$ cat config.mk
export PLATFORM = sky130hd
export DESIGN_NAME = tile_fetch_scroll_address_flat
export DESIGN_NICKNAME = d
export VERILOG_FILES = /design/src/rtl/tfsa_pkg.sv /design/src/rtl/tfsa_if.sv /design/src/rtl/tile_fetch_scroll_address.sv /design/src/flat_wrapper.sv
export SDC_FILE = /design/constraint.sdc
export NUM_CORES = 1
export LEC_CHECK = 0
export BUFFER_PORTS_ARGS = -buffer_cell sky130_fd_sc_hd__buf_2
export CORE_MARGIN = 4
export CORE_UTILIZATION = 59
export DETAILED_ROUTE_END_ITERATION = 8
export PLACE_DENSITY = 0.85
export REMOVE_ABC_BUFFERS = 1
export SKIP_LAST_GASP = 1
export SLEW_MARGIN = 20
export SYNTH_ARGS = -nofsm -noshare
export SYNTH_HDL_FRONTEND = slang
export SYNTH_SLANG_ARGS = --single-unit
export TNS_END_PERCENT = 5
$ cat constraint.sdc
create_clock -name clock -period 9.4 [get_ports clock]
set_input_delay 1.41 -clock clock [delete_from_list [all_inputs] [get_ports clock]]
set_output_delay 1.41 -clock clock [all_outputs]
set_load 0.1 [all_outputs]
$ cat src/rtl/tfsa_pkg.sv
// ----------------------------------------------------------------------------
// tfsa_pkg: shared definitions for the tile fetch / scroll address block
// Field widths, address constants, line kinds and the pending read codes.
// ----------------------------------------------------------------------------
`default_nettype none

package tfsa_pkg;

   localparam int KindWidth    = 2;
   localparam int DotWidth     = 9;
   localparam int LineWidth    = 9;
   localparam int VaddrWidth   = 15;
   localparam int DataWidth    = 8;
   localparam int FaddrWidth   = 14;
   localparam int PixelsWidth  = 16;
   localparam int PaletteWidth = 2;
   localparam int MaskWidth    = 8;
   localparam int CsrIdxWidth  = 1;
   localparam int CsrDataWidth = 1;

   // configuration register indexes
   localparam logic [CsrIdxWidth-1:0] CSR_RENDER_ENABLE   = 1'd0;
   localparam logic [CsrIdxWidth-1:0] CSR_BG_PATTERN_HIGH = 1'd1;

   // line kinds
   localparam logic [KindWidth-1:0] KIND_VISIBLE    = 2'd0;
   localparam logic [KindWidth-1:0] KIND_PRE_RENDER = 2'd1;

   // memory map and scroll field masks
   localparam logic [FaddrWidth-1:0] NT_BASE    = 14'h2000;
   localparam logic [FaddrWidth-1:0] AT_BASE    = 14'h23C0;
   localparam logic [VaddrWidth-1:0] HORZ_MASK  = 15'h041F;
   localparam logic [VaddrWidth-1:0] VERT_MASK  = 15'h7BE0;
   localparam logic [4:0]            COARSE_MAX = 5'd31;
   localparam logic [4:0]            COARSE_Y_WRAP = 5'd29;
   localparam logic [2:0]            FINE_Y_MAX = 3'd7;

   // dot windows
   localparam logic [DotWidth-1:0] DOT_FIRST      = 9'd1;
   localparam logic [DotWidth-1:0] DOT_LAST       = 9'd256;
   localparam logic [DotWidth-1:0] DOT_HCOPY      = 9'd257;
   localparam logic [DotWidth-1:0] DOT_VCOPY_LO   = 9'd280;
   localparam logic [DotWidth-1:0] DOT_VCOPY_HI   = 9'd304;
   localparam logic [DotWidth-1:0] DOT_PREF_LO    = 9'd321;
   localparam logic [DotWidth-1:0] DOT_PREF_HI    = 9'd336;
   localparam logic [DotWidth-1:0] DOT_PRE_END    = 9'd340;
   localparam logic [DotWidth:0]   PREF_COL_OFS   = 10'd328;
   localparam logic [DotWidth:0]   COL_OFS        = 10'd8;
   localparam logic [DotWidth:0]   FRAME_WIDTH    = 10'd256;
   localparam logic [LineWidth:0]  FRAME_HEIGHT   = 10'd240;

   // phase of dot within an 8-dot fetch group
   localparam logic [2:0] PHASE_EMIT = 3'd0;
   localparam logic [2:0] PHASE_NT   = 3'd1;
   localparam logic [2:0] PHASE_AT   = 3'd3;
   localparam logic [2:0] PHASE_LO   = 3'd5;
   localparam logic [2:0] PHASE_HI   = 3'd7;

   typedef enum logic [2:0] {
      PEND_NONE,
      PEND_NT,
      PEND_AT,
      PEND_LO,
      PEND_HI
   } pend_type;

   typedef struct packed {
      logic [VaddrWidth-1:0]   vram_addr;
      logic [FaddrWidth-1:0]   fetch_address;
      logic                    fetch_valid;
      logic                    tile_valid;
      logic [PixelsWidth-1:0]  tile_pixels;
      logic [PaletteWidth-1:0] palette_select;
      logic [LineWidth-1:0]    pixel_row;
      logic [DotWidth-1:0]     column_start;
      logic [MaskWidth-1:0]    pixel_mask;
   } result_type;

endpackage

`default_nettype wire

$ cat src/rtl/tfsa_if.sv
// ----------------------------------------------------------------------------
// tfsa channel interfaces
// Valid/ready channels for dot requests and fetch results.
// ----------------------------------------------------------------------------
`default_nettype none

interface tfsa_req_if;
   logic                               valid;
   logic                               ready;
   logic [tfsa_pkg::KindWidth-1:0]     line_kind;
   logic [tfsa_pkg::DotWidth-1:0]      dot;
   logic [tfsa_pkg::LineWidth-1:0]     scanline;
   logic [tfsa_pkg::VaddrWidth-1:0]    t_value;
   logic [tfsa_pkg::DataWidth-1:0]     read_data;

   modport source (output valid, line_kind, dot, scanline, t_value, read_data,
                   input ready);
   modport sink   (input valid, line_kind, dot, scanline, t_value, read_data,
                   output ready);
endinterface

interface tfsa_rsp_if;
   logic                                valid;
   logic                                ready;
   logic [tfsa_pkg::VaddrWidth-1:0]     vram_addr;
   logic [tfsa_pkg::FaddrWidth-1:0]     fetch_address;
   logic                                fetch_valid;
   logic                                tile_valid;
   logic [tfsa_pkg::PixelsWidth-1:0]    tile_pixels;
   logic [tfsa_pkg::PaletteWidth-1:0]   palette_select;
   logic [tfsa_pkg::LineWidth-1:0]      pixel_row;
   logic [tfsa_pkg::DotWidth-1:0]       column_start;
   logic [tfsa_pkg::MaskWidth-1:0]      pixel_mask;

   modport source (output valid, vram_addr, fetch_address, fetch_valid, tile_valid,
                   tile_pixels, palette_select, pixel_row, column_start, pixel_mask,
                   input ready);
   modport sink   (input valid, vram_addr, fetch_address, fetch_valid, tile_valid,
                   tile_pixels, palette_select, pixel_row, column_start, pixel_mask,
                   output ready);
endinterface

`default_nettype wire

$ cat src/rtl/tile_fetch_scroll_address.sv
// ----------------------------------------------------------------------------
// tile_fetch_scroll_address
// Background tile fetch sequencer and scroll address (v) keeper, one dot
// per request.
// ----------------------------------------------------------------------------
// Usage:
//   req_channel carries one dot per request: line kind, dot, scanline, the
//   temporary address t and the memory byte answering the previous fetch.
//   rsp_channel returns one result per request: v after the dot, the fetch
//   address issued on it and, on every eighth dot, eight 2-bit pixels with
//   palette, row, column and frame clip mask.
//   csr_* writes render_enable (index 0) and bg_pattern_high (index 1);
//   write only while no request is in flight.
//   The result is registered and appears in the cycle after its request
//   is taken. One request is taken per cycle; the result register decides
//   the rate: a request is taken when the register is empty or its result
//   is taken in the same cycle. When the receiver stalls, the result is
//   held and requests stop once the register is full; nothing is lost.
//   Reset (synchronous, active high) clears v, the latched tile index,
//   attribute and low pattern byte, the pending read and both config bits.
// ----------------------------------------------------------------------------
`default_nettype none

module tile_fetch_scroll_address (
   input  wire logic                                clock,
   input  wire logic                                reset,
   tfsa_req_if.sink                                 req_channel,
   tfsa_rsp_if.source                               rsp_channel,
   input  wire logic                                csr_write_enable,
   input  wire logic [tfsa_pkg::CsrIdxWidth-1:0]    csr_index,
   input  wire logic [tfsa_pkg::CsrDataWidth-1:0]   csr_write_data
);

   logic                                render_enable_ff;
   logic                                bg_pattern_high_ff;
   logic [tfsa_pkg::VaddrWidth-1:0]     vaddr_ff, vaddr_in;
   logic [tfsa_pkg::DataWidth-1:0]      tile_index_ff, tile_index_in;
   logic [1:0]                          quadrant_ff, quadrant_in;
   logic [tfsa_pkg::PaletteWidth-1:0]   palette_ff, palette_in;
   logic [tfsa_pkg::DataWidth-1:0]      pattern_low_ff, pattern_low_in;
   tfsa_pkg::pend_type                  pending_ff, pending_in;
   logic                                rsp_valid_ff, rsp_valid_in;
   tfsa_pkg::result_type                result_ff, result_in;

   logic                                accept;
   logic [tfsa_pkg::KindWidth-1:0]      kind;
   logic [tfsa_pkg::DotWidth-1:0]       dot;
   logic [tfsa_pkg::DataWidth-1:0]      rd;
   logic                                in_pipe;
   logic                                pre;
   logic [2:0]                          prow;
   logic [tfsa_pkg::LineWidth:0]        row_wide;
   logic [tfsa_pkg::DotWidth:0]         col_wide;
   logic [tfsa_pkg::VaddrWidth-1:0]     v_x;
   logic [4:0]                          next_tile_row;

   assign kind   = req_channel.line_kind;
   assign dot    = req_channel.dot;
   assign rd     = req_channel.read_data;
   assign accept = req_channel.valid && req_channel.ready;
   assign req_channel.ready = !rsp_valid_ff || rsp_channel.ready;

   always_comb begin
      // byte answering the previous dot's read lands first
      tile_index_in  = tile_index_ff;
      palette_in     = palette_ff;
      pattern_low_in = pattern_low_ff;
      case (pending_ff)
         tfsa_pkg::PEND_NT: tile_index_in = rd;
         tfsa_pkg::PEND_AT: begin
            case (quadrant_ff)
               2'd0:    palette_in = rd[1:0];
               2'd1:    palette_in = rd[3:2];
               2'd2:    palette_in = rd[5:4];
               default: palette_in = rd[7:6];
            endcase
         end
         tfsa_pkg::PEND_LO: pattern_low_in = rd;
         default: ;
      endcase

      pending_in  = tfsa_pkg::PEND_NONE;
      quadrant_in = quadrant_ff;
      vaddr_in    = vaddr_ff;
      result_in   = '0;

      in_pipe = ((kind == tfsa_pkg::KIND_VISIBLE) &&
                 (((dot >= tfsa_pkg::DOT_FIRST) && (dot <= tfsa_pkg::DOT_LAST)) ||
                  ((dot >= tfsa_pkg::DOT_PREF_LO) && (dot <= tfsa_pkg::DOT_PREF_HI)))) ||
                ((kind == tfsa_pkg::KIND_PRE_RENDER) && render_enable_ff &&
                 (dot >= tfsa_pkg::DOT_PREF_LO) && (dot <= tfsa_pkg::DOT_PRE_END));
      pre      = (dot >= tfsa_pkg::DOT_PREF_LO) && (dot <= tfsa_pkg::DOT_PREF_HI);
      row_wide = {1'b0, req_channel.scanline} + {{tfsa_pkg::LineWidth{1'b0}}, pre};
      prow     = row_wide[2:0];
      col_wide = pre ? ({1'b0, dot} - tfsa_pkg::PREF_COL_OFS)
                     : ({1'b0, dot} + tfsa_pkg::COL_OFS);

      // coarse x step with horizontal nametable toggle
      if (vaddr_ff[4:0] == tfsa_pkg::COARSE_MAX) begin
         v_x = {vaddr_ff[14:11], ~vaddr_ff[10], vaddr_ff[9:5], 5'd0};
      end else begin
         v_x = vaddr_ff + 15'd1;
      end
      case (v_x[9:5])
         tfsa_pkg::COARSE_Y_WRAP: next_tile_row = 5'd0;
         tfsa_pkg::COARSE_MAX:    next_tile_row = 5'd0;
         default:                 next_tile_row = v_x[9:5] + 5'd1;
      endcase

      if ((kind == tfsa_pkg::KIND_VISIBLE) && (dot == tfsa_pkg::DOT_HCOPY)) begin
         vaddr_in = (vaddr_ff & tfsa_pkg::VERT_MASK) |
                    (req_channel.t_value & tfsa_pkg::HORZ_MASK);
      end
      if ((kind == tfsa_pkg::KIND_PRE_RENDER) && (dot >= tfsa_pkg::DOT_VCOPY_LO) &&
          (dot <= tfsa_pkg::DOT_VCOPY_HI)) begin
         vaddr_in = (vaddr_ff & tfsa_pkg::HORZ_MASK) |
                    (req_channel.t_value & tfsa_pkg::VERT_MASK);
      end

      if (in_pipe) begin
         case (dot[2:0])
            tfsa_pkg::PHASE_NT: begin
               result_in.fetch_address = tfsa_pkg::NT_BASE | {2'b00, vaddr_ff[11:0]};
               result_in.fetch_valid   = 1'b1;
               pending_in              = tfsa_pkg::PEND_NT;
            end
            tfsa_pkg::PHASE_AT: begin
               result_in.fetch_address = tfsa_pkg::AT_BASE |
                  {2'b00, vaddr_ff[11:10], 4'd0, vaddr_ff[9:7], vaddr_ff[4:2]};
               result_in.fetch_valid   = 1'b1;
               quadrant_in             = {vaddr_ff[6], vaddr_ff[1]};
               pending_in              = tfsa_pkg::PEND_AT;
            end
            tfsa_pkg::PHASE_LO: begin
               result_in.fetch_address = {1'b0, bg_pattern_high_ff, tile_index_in,
                                          1'b0, prow};
               result_in.fetch_valid   = 1'b1;
               pending_in              = tfsa_pkg::PEND_LO;
            end
            tfsa_pkg::PHASE_HI: begin
               result_in.fetch_address = {1'b0, bg_pattern_high_ff, tile_index_in,
                                          1'b1, prow};
               result_in.fetch_valid   = 1'b1;
               pending_in              = tfsa_pkg::PEND_HI;
            end
            tfsa_pkg::PHASE_EMIT: begin
               if (dot == tfsa_pkg::DOT_LAST) begin
                  // fine y step, carrying into coarse y
                  if (v_x[14:12] != tfsa_pkg::FINE_Y_MAX) begin
                     vaddr_in = {v_x[14:12] + 3'd1, v_x[11:0]};
                  end else begin
                     vaddr_in = {3'd0,
                                 v_x[11] ^ (v_x[9:5] == tfsa_pkg::COARSE_Y_WRAP),
                                 v_x[10], next_tile_row, v_x[4:0]};
                  end
               end else begin
                  vaddr_in = v_x;
               end
               result_in.tile_valid     = 1'b1;
               result_in.palette_select = palette_in;
               result_in.pixel_row      = row_wide[tfsa_pkg::LineWidth-1:0];
               result_in.column_start   = col_wide[tfsa_pkg::DotWidth-1:0];
               for (int i = 0; i < tfsa_pkg::MaskWidth; i++) begin
                  result_in.tile_pixels[2*i+1] = rd[i];
                  result_in.tile_pixels[2*i]   = pattern_low_in[i];
                  result_in.pixel_mask[i] =
                     ((col_wide + 10'(i)) < tfsa_pkg::FRAME_WIDTH) &&
                     (row_wide < tfsa_pkg::FRAME_HEIGHT);
               end
            end
            default: ;
         endcase
      end
      result_in.vram_addr = vaddr_in;

      rsp_valid_in = accept || (rsp_valid_ff && !rsp_channel.ready);
   end

   always_ff @(posedge clock) begin
      if (reset) begin
         render_enable_ff   <= 1'b0;
         bg_pattern_high_ff <= 1'b0;
         vaddr_ff           <= '0;
         tile_index_ff      <= '0;
         quadrant_ff        <= '0;
         palette_ff         <= '0;
         pattern_low_ff     <= '0;
         pending_ff         <= tfsa_pkg::PEND_NONE;
         rsp_valid_ff       <= 1'b0;
      end else begin
         if (csr_write_enable) begin
            case (csr_index)
               tfsa_pkg::CSR_RENDER_ENABLE:   render_enable_ff   <= csr_write_data[0];
               tfsa_pkg::CSR_BG_PATTERN_HIGH: bg_pattern_high_ff <= csr_write_data[0];
               default: ;
            endcase
         end
         if (accept) begin
            vaddr_ff       <= vaddr_in;
            tile_index_ff  <= tile_index_in;
            quadrant_ff    <= quadrant_in;
            palette_ff     <= palette_in;
            pattern_low_ff <= pattern_low_in;
            pending_ff     <= pending_in;
         end
         rsp_valid_ff <= rsp_valid_in;
      end
   end

   always_ff @(posedge clock) begin
      if (accept) begin
         result_ff <= result_in;
      end
   end

   assign rsp_channel.valid          = rsp_valid_ff;
   assign rsp_channel.vram_addr      = result_ff.vram_addr;
   assign rsp_channel.fetch_address  = result_ff.fetch_address;
   assign rsp_channel.fetch_valid    = result_ff.fetch_valid;
   assign rsp_channel.tile_valid     = result_ff.tile_valid;
   assign rsp_channel.tile_pixels    = result_ff.tile_pixels;
   assign rsp_channel.palette_select = result_ff.palette_select;
   assign rsp_channel.pixel_row      = result_ff.pixel_row;
   assign rsp_channel.column_start   = result_ff.column_start;
   assign rsp_channel.pixel_mask     = result_ff.pixel_mask;

   // idle line kinds leave v alone
   a_idle_kind_keeps_v: assert property (@(posedge clock) disable iff (reset)
      accept && (kind != tfsa_pkg::KIND_VISIBLE) && (kind != tfsa_pkg::KIND_PRE_RENDER)
      |=> vaddr_ff == $past(vaddr_ff))
      else $error("v changed on an idle line kind");

   // a dot either fetches or emits pixels, never both
   a_fetch_or_emit: assert property (@(posedge clock) disable iff (reset)
      rsp_valid_ff |-> !(result_ff.fetch_valid && result_ff.tile_valid))
      else $error("fetch and emit on the same dot");

   // rows below the frame are fully clipped
   a_row_clip: assert property (@(posedge clock) disable iff (reset)
      rsp_valid_ff && result_ff.tile_valid && (result_ff.pixel_row >= 9'd240)
      |-> result_ff.pixel_mask == '0)
      else $error("clip mask set below the frame");

   // non-emitting dots carry zeroed pixel fields
   a_quiet_fields: assert property (@(posedge clock) disable iff (reset)
      rsp_valid_ff && !result_ff.tile_valid
      |-> (result_ff.tile_pixels == '0) && (result_ff.pixel_mask == '0) &&
          (result_ff.column_start == '0))
      else $error("pixel fields set without a tile");

   // a read is pending only right after a fetch was issued
   a_pending_follows_fetch: assert property (@(posedge clock) disable iff (reset)
      accept && !pending_in[0] && !pending_in[1] && !pending_in[2]
      |=> pending_ff == tfsa_pkg::PEND_NONE)
      else $error("read pending without a fetch");

endmodule

`default_nettype wire
$ cat src/flat_wrapper.sv
// flat-port wrapper written by rule: the top's interface ports become plain ports
module tile_fetch_scroll_address_flat 
  (clock, reset, csr_write_enable, csr_index, csr_write_data, req_channel_valid, req_channel_line_kind, req_channel_dot, req_channel_scanline, req_channel_t_value, req_channel_read_data, req_channel_ready, rsp_channel_valid, rsp_channel_vram_addr, rsp_channel_fetch_address, rsp_channel_fetch_valid, rsp_channel_tile_valid, rsp_channel_tile_pixels, rsp_channel_palette_select, rsp_channel_pixel_row, rsp_channel_column_start, rsp_channel_pixel_mask, rsp_channel_ready);
  tfsa_req_if req_channel_i ();
  tfsa_rsp_if rsp_channel_i ();
  input  wire logic clock;
  input  wire logic reset;
  input  wire logic csr_write_enable;
  input  wire logic [tfsa_pkg::CsrIdxWidth-1:0] csr_index;
  input  wire logic [tfsa_pkg::CsrDataWidth-1:0] csr_write_data;
  input wire logic [$bits(req_channel_i.valid)-1:0] req_channel_valid;
  input wire logic [$bits(req_channel_i.line_kind)-1:0] req_channel_line_kind;
  input wire logic [$bits(req_channel_i.dot)-1:0] req_channel_dot;
  input wire logic [$bits(req_channel_i.scanline)-1:0] req_channel_scanline;
  input wire logic [$bits(req_channel_i.t_value)-1:0] req_channel_t_value;
  input wire logic [$bits(req_channel_i.read_data)-1:0] req_channel_read_data;
  output wire logic [$bits(req_channel_i.ready)-1:0] req_channel_ready;
  output wire logic [$bits(rsp_channel_i.valid)-1:0] rsp_channel_valid;
  output wire logic [$bits(rsp_channel_i.vram_addr)-1:0] rsp_channel_vram_addr;
  output wire logic [$bits(rsp_channel_i.fetch_address)-1:0] rsp_channel_fetch_address;
  output wire logic [$bits(rsp_channel_i.fetch_valid)-1:0] rsp_channel_fetch_valid;
  output wire logic [$bits(rsp_channel_i.tile_valid)-1:0] rsp_channel_tile_valid;
  output wire logic [$bits(rsp_channel_i.tile_pixels)-1:0] rsp_channel_tile_pixels;
  output wire logic [$bits(rsp_channel_i.palette_select)-1:0] rsp_channel_palette_select;
  output wire logic [$bits(rsp_channel_i.pixel_row)-1:0] rsp_channel_pixel_row;
  output wire logic [$bits(rsp_channel_i.column_start)-1:0] rsp_channel_column_start;
  output wire logic [$bits(rsp_channel_i.pixel_mask)-1:0] rsp_channel_pixel_mask;
  input wire logic [$bits(rsp_channel_i.ready)-1:0] rsp_channel_ready;
  assign req_channel_i.valid = req_channel_valid;
  assign req_channel_i.line_kind = req_channel_line_kind;
  assign req_channel_i.dot = req_channel_dot;
  assign req_channel_i.scanline = req_channel_scanline;
  assign req_channel_i.t_value = req_channel_t_value;
  assign req_channel_i.read_data = req_channel_read_data;
  assign req_channel_ready = req_channel_i.ready;
  assign rsp_channel_valid = rsp_channel_i.valid;
  assign rsp_channel_vram_addr = rsp_channel_i.vram_addr;
  assign rsp_channel_fetch_address = rsp_channel_i.fetch_address;
  assign rsp_channel_fetch_valid = rsp_channel_i.fetch_valid;
  assign rsp_channel_tile_valid = rsp_channel_i.tile_valid;
  assign rsp_channel_tile_pixels = rsp_channel_i.tile_pixels;
  assign rsp_channel_palette_select = rsp_channel_i.palette_select;
  assign rsp_channel_pixel_row = rsp_channel_i.pixel_row;
  assign rsp_channel_column_start = rsp_channel_i.column_start;
  assign rsp_channel_pixel_mask = rsp_channel_i.pixel_mask;
  assign rsp_channel_i.ready = rsp_channel_ready;
  tile_fetch_scroll_address u_core (.clock(clock), .reset(reset), .req_channel(req_channel_i), .rsp_channel(rsp_channel_i), .csr_write_enable(csr_write_enable), .csr_index(csr_index), .csr_write_data(csr_write_data));
endmodule
# Word-level counts from Yosys, hierarchy flattened
# Index checks and enable logic that the tools add are counted.
# op_classes
n_addsub,13
mul,0
div,0
magnitude_cmp,16
eq_ne,16
shift,0
muxes,17
bitwise_logic,5
reduce_logical,33
# op_table
op,count
$mux W15,7
$lt A10 B9 Y1 const B,8
$pmux W15 S4,1
$mux W45,1
$add A10 B3 Y10 const B,4
$le A9 B9 Y1 const B,4
$add A10 B2 Y10 const B,2
$logic_and A1 B1 Y1,19
$eq A9 B9 Y1 const B,2
$ge A9 B9 Y1 const B,2
$mux W8,2
$add A15 B1 Y15 const B,1
$eq A5 B5 Y1 const B,3
$or A11 B15 Y15,1
$or A15 B11 Y15,1
$pmux W3 S4,1
$add A10 B1 Y10 const B,1
$add A9 B1 Y10,1
$add A9 B4 Y10 const B,1
$lt A10 B8 Y1 const B,1
$mux W10,1
$sub A9 B9 Y10 const B,1
$eq A3 B2 Y1 const B,3
$ge A9 B1 Y1 const B,1
20 further kinds,31
# word_totals
regBits,116
latchBits,0
ramBits,0
mem_bits_ro,0
inputBits,50
output_inout_bits,77
memories,0

# Depth between registers and ports, before layout
# logic_depth
depth_word,9
mapped_depth,17
mapped_depth_nobuf,16

# Least setup slack after synthesis
# Ideal clock, no wire load.
# synth_timing
path_kind,input -> register
startpoint,in rsp_channel_ready
endpoint,reg u_core.vaddr_ff[6] in the netlist's numbering
setup_time_ps,265
arrival_ps,5373
t_required_ps,9135
setup_slack_ps,3762
path_stages,6
n_path_buf,2
cell_sequence,nand2b_1 -> nand2_1 -> inv_1 -> clkbuf_1 -> clkbuf_1 -> o221ai_1
# synth_between
elab_chain_cells,2
# synth_rtl
element,line_no,text
start: declaration,flat_wrapper.sv:28,input wire logic [$bits(rsp_channel_i.ready)-1:0] rsp_channel_ready;
$logic_or A1 B1 Y1,tile_fetch_scroll_address.sv:61,assign req_channel.ready = !rsp_valid_ff || rsp_channel.ready;
$logic_and A1 B1 Y1,tile_fetch_scroll_address.sv:60,assign accept = req_channel.valid && req_channel.ready;
via u_core.accept,tile_fetch_scroll_address.sv:45,logic accept;
end signal: assignment,tile_fetch_scroll_address.sv:199,vaddr_ff <= vaddr_in;
end: declaration,tile_fetch_scroll_address.sv:36,"logic [tfsa_pkg::VaddrWidth-1:0] vaddr_ff, vaddr_in;"
# The timed path passes the listed nets, and every way through them passes these cells.
# A chain may end at the register's enable or synchronous reset.

# Final worst setup path
# layout_timing
startpoint,in req_channel_dot[2]
endpoint,"reg u_core.result_ff, in the netlist u_core.rsp_channel.pixel_mask[2] (data pin)"
# layout_between
elab_chain_cells,6
# layout_rtl
element,line_no,text
start: declaration,flat_wrapper.sv:13,input wire logic [$bits(req_channel_i.dot)-1:0] req_channel_dot;
$ge A9 B9 Y1 (tied with other cells),"tile_fetch_scroll_address.sv:89, tile_fetch_scroll_address.sv:91, tile_fetch_scroll_address.sv:92",
$logic_and A1 B1 Y1 (on tied branches),"tile_fetch_scroll_address.sv:89, tile_fetch_scroll_address.sv:92, tile_fetch_scroll_address.sv:88",
$mux W10 or $logic_or A1 B1 Y1 (tied branches),"tile_fetch_scroll_address.sv:95, tile_fetch_scroll_address.sv:88",
$add A10 B2 Y10 or $logic_and A1 B1 Y1 (tied branches),"tile_fetch_scroll_address.sv:167, tile_fetch_scroll_address.sv:87",
$lt A10 B9 Y1 or $logic_or A1 B1 Y1 (tied branches),"tile_fetch_scroll_address.sv:167, tile_fetch_scroll_address.sv:89",
$logic_and A1 B1 Y1 or $reduce_and A2 Y1 (tied branches),n/a,
end signal: assignment,tile_fetch_scroll_address.sv:212,result_ff <= result_in;
end: declaration,tile_fetch_scroll_address.sv:43,"tfsa_pkg::result_type result_ff, result_in;"
# Several ways; a longest one is shown, not always the timed one.

==> results.sh <==
export IMPL_die_h_um=110
export IMPL_synth_area_per_cell_um2=10.1
export IMPL_num_rows=36
export IMPL_placed_area_um2=6820
export IMPL_layout_commonest_cell="buf_2"
export IMPL_gr_total_overflow=0
export IMPL_crit_fanout=34
export IMPL_cts_sinks=116
export IMPL_cts_tree="done"
export IMPL_final_min_clock_period_ns=4.36
export IMPL_yosys_warnings=0
export IMPL_drt_vias_per_instance=5.81
export IMPL_top_layer_used="met4"
export IMPL_wl_met3_mm=1.09
export IMPL_stdcell_area_um2=7380
export IMPL_final_core_util=0.744
export IMPL_ys_ff_latch=116
export IMPL_final_cell_mix="buf_2 (126), edfxtp_1 (75), nor2_1 (72), nand2_1 (54), mux2i_1 (43)"
export IMPL_relSlewSlack=0.276
export IMPL_drt_wl_total_mm=15.2
export IMPL_setup_tns_ns=0
export IMPL_drive_gt1_frac=0.248
export IMPL_wl_per_cell_um=17.5
export IMPL_synth_top_area_frac=0.369
export IMPL_syn_area_um2=6110
export IMPL_core_area_um2=9910
export IMPL_holdCritPathClass="flip-flop to flip-flop"
export IMPL_drtIter0Drc=339
export IMPL_crit_arrival_ns=4.65
export IMPL_wl_met2_mm=7.59
export IMPL_clk_pin_slew_ns=0.06
export IMPL_fin_worst_skew_ns=0.00885
export IMPL_post_cts_resized=0
export IMPL_synth_cell_type_count=63
export IMPL_initial_core_util=0.616
export IMPL_diodes=0
export IMPL_cts_inserted_buffers=17
export IMPL_gp_congestion=0.847
export IMPL_drt_met1_wl_mm=6.26
export IMPL_yosysSeqAreaShare=0.503
export IMPL_io_buffer_count=126
export IMPL_crit_path_start_kind="input pin"
export IMPL_slew_viol_final=0
export IMPL_post_route_period_util=0.464
export IMPL_syn2layout_area_growth_pct=20.8
export IMPL_ir_worst_vdd_v=0.000110
export IMPL_tightest_slew_ns=1.08
export IMPL_synth_flop_cell="edfxtp_1"
export IMPL_post_cts_buffers=0
export IMPL_p_per_area_nw_per_um2=188
export IMPL_vias=5042
export IMPL_grt_pass1_wl_mm=24.4
export IMPL_nNetsFinal=786
export IMPL_clkLatencyLatePin_ns=0.53
export IMPL_ant_nets=0
export IMPL_dp_slack_ns=4.16
export IMPL_hold_viol=0
export IMPL_grt_max_degree=89
export IMPL_antenna_found_initial=0
export IMPL_cap_viol_max_count=0
export IMPL_setup_viol=0
export IMPL_dieArea_um2=12000
export IMPL_grt_total_usage=0.267
export IMPL_timing_final_ws_setup_ns=5.04
export IMPL_critPathRequiredTime_ns=9.68
export IMPL_cts_buffer_depth=2
export IMPL_die_width_um=110
export IMPL_p_leak_nw=3.04
export IMPL_synthTopCellsByArea="edfxtp_1 (37%), dfxtp_1 (13%), mux2i_1 (7.0%)"
export IMPL_postSynthCellCount=606
export IMPL_fmax_ghz=0.229
export IMPL_dp_hpwl_mm=10.3
export IMPL_synthArstFlopShare=0
export IMPL_boundaryPins=127
export IMPL_first_global_vias=4888
export IMPL_synth_edf_count=75
export IMPL_yosysTopAreaCell="edfxtp_1"
export IMPL_drc=0
export IMPL_rsz0062_at_grt="false"
export IMPL_clockRootBuffer="clkbuf_8"
export IMPL_htreeDepth=4
export IMPL_hold_buffers=0
export IMPL_firstDrtPassIters=5
export IMPL_crit_type="input pin to flip-flop"
export IMPL_endpoint_kind="flip-flop"
export IMPL_outcome="complete, no violations"
-- routing by layer --
metal | vias up | GRT usage
met5 | - | 0
met4 | 0 | 0.103
met3 | 30 | 0.0693
met2 | 218 | 0.438
met1 | 2379 | 0.338
li1 | 2415 | -
-- power by group --
part           switching, mW  leakage (nW)  total [mW]  internal [mW]
clock                  0.242         0.261       0.593          0.351
sequential           0.00708          1.08       0.571          0.564
combinational          0.187          1.70       0.226         0.0386
total                  0.437          3.04        1.39          0.953
-- cells by family after synthesis --
kind of cell	synth area share
flip-flops	0.503
XOR/XNOR	0.0387
buffers and inverters	0.0350
AND/OR/NAND/NOR	0.192
multiplexers	0.0834
adder cells (fa/ha/maj)	0.0299
other	0.000614
AO/OA/AOI/OAI	0.117
-- flip-flops by register name, indices dropped and copies added (netlist names) --
| register | cells |
|---|---|
| u_core.bg_pattern_high_ff | 1 |
| u_core.palette_ff | 2 |
| u_core.pattern_low_ff | 8 |
| u_core.pending_ff | 3 |
| u_core.quadrant_ff | 2 |
| u_core.render_enable_ff | 1 |
| u_core.rsp_channel.column_start | 9 |
| u_core.rsp_channel.fetch_address | 14 |
| u_core.rsp_channel.fetch_valid | 1 |
| u_core.rsp_channel.palette_select | 2 |
| u_core.rsp_channel.pixel_mask | 8 |
| u_core.rsp_channel.pixel_row | 9 |
| u_core.rsp_channel.tile_pixels | 16 |
| u_core.rsp_channel.tile_valid | 1 |
| u_core.rsp_channel.valid | 1 |
| u_core.rsp_channel.vram_addr | 15 |
| u_core.tile_index_ff | 8 |
| u_core.vaddr_ff | 15 |
-- layout make-up --
class	instances	area, um^2
timing repair buffer	131	668
clock buffer	17	414
tap	133	166
fill	711	2530
sequential	116	3070
inverter	18	68.8
multi-input combinational	438	2850
clock inverter	15	133
-- cells in the mapped netlist, types with 3 or more instances --
cell type	n
nor2b_1	10
nand3_1	19
nand3b_1	4
xnor2_1	14
o21a_1	3
and2_1	18
dfxtp_1	41
xor2_1	13
buf_2	3
and3_1	10
mux2_2	3
nor4_1	6
a211oi_1	16
nor2_1	72
a21o_1	4
o21ai_1	3
inv_1	17
o21ai_0	19
edfxtp_1	75
a21oi_1	37
nor3b_1	3
clkbuf_1	27
a31oi_1	6
nor3_1	22
mux2i_1	43
nand2b_1	3
nand2_1	54
ha_1	13
buf_1	5
-- worst paths after layout --
| kind | from | to | slack [ns] | cells after the start |
|---|---|---|---|---|
| worst min register to register | u_core.pattern_low_ff[5]$_SDFFE_PP0P_ | u_core.pattern_low_ff[5]$_SDFFE_PP0P_ | 0.46 | 2 |
| worst max-delay path | req_channel_dot[2] | u_core.rsp_channel.pixel_mask[2]$_SDFFCE_PN0P_ | 5.04 | 13 |
| worst max register to register | u_core.vaddr_ff[0]$_SDFFE_PP0P_ | u_core.rsp_channel.vram_addr[8]$_DFFE_PP_ | 5.59 | 13 |
| worst min-delay path | u_core.pattern_low_ff[5]$_SDFFE_PP0P_ | u_core.pattern_low_ff[5]$_SDFFE_PP0P_ | 0.46 | 2 |
-- metrics by stage --
| step | total power [mW] | cells | hold WS, ns |
|---|---|---|---|
| 2_1_floorplan | 0.752 | 572 | 0.426 |
| 3_3_place_gp | 0.802 | 836 | 0.441 |
| 3_5_place_dp | 0.805 | 836 | 0.448 |
| 4_1_cts | 1.39 | 868 | 0.457 |
| 5_1_grt | 1.43 | 868 | 0.477 |
| 6_report | 1.39 | 868 | 0.459 |
-- critical path, cell delays in order --
cell and delay, ns:
buf_2 0.30, nor4_4 0.47, mux2i_1 0.30, nand2_1 0.14, inv_1 0.18, ha_1 0.17
a21o_1 0.13, a21oi_1 0.14, o311ai_2 0.73, and3_1 0.35, nand3_1 0.11, xnor2_1 0.16
nor2_1 0.05
Note: power is estimated with default switching activity, not from simulation.
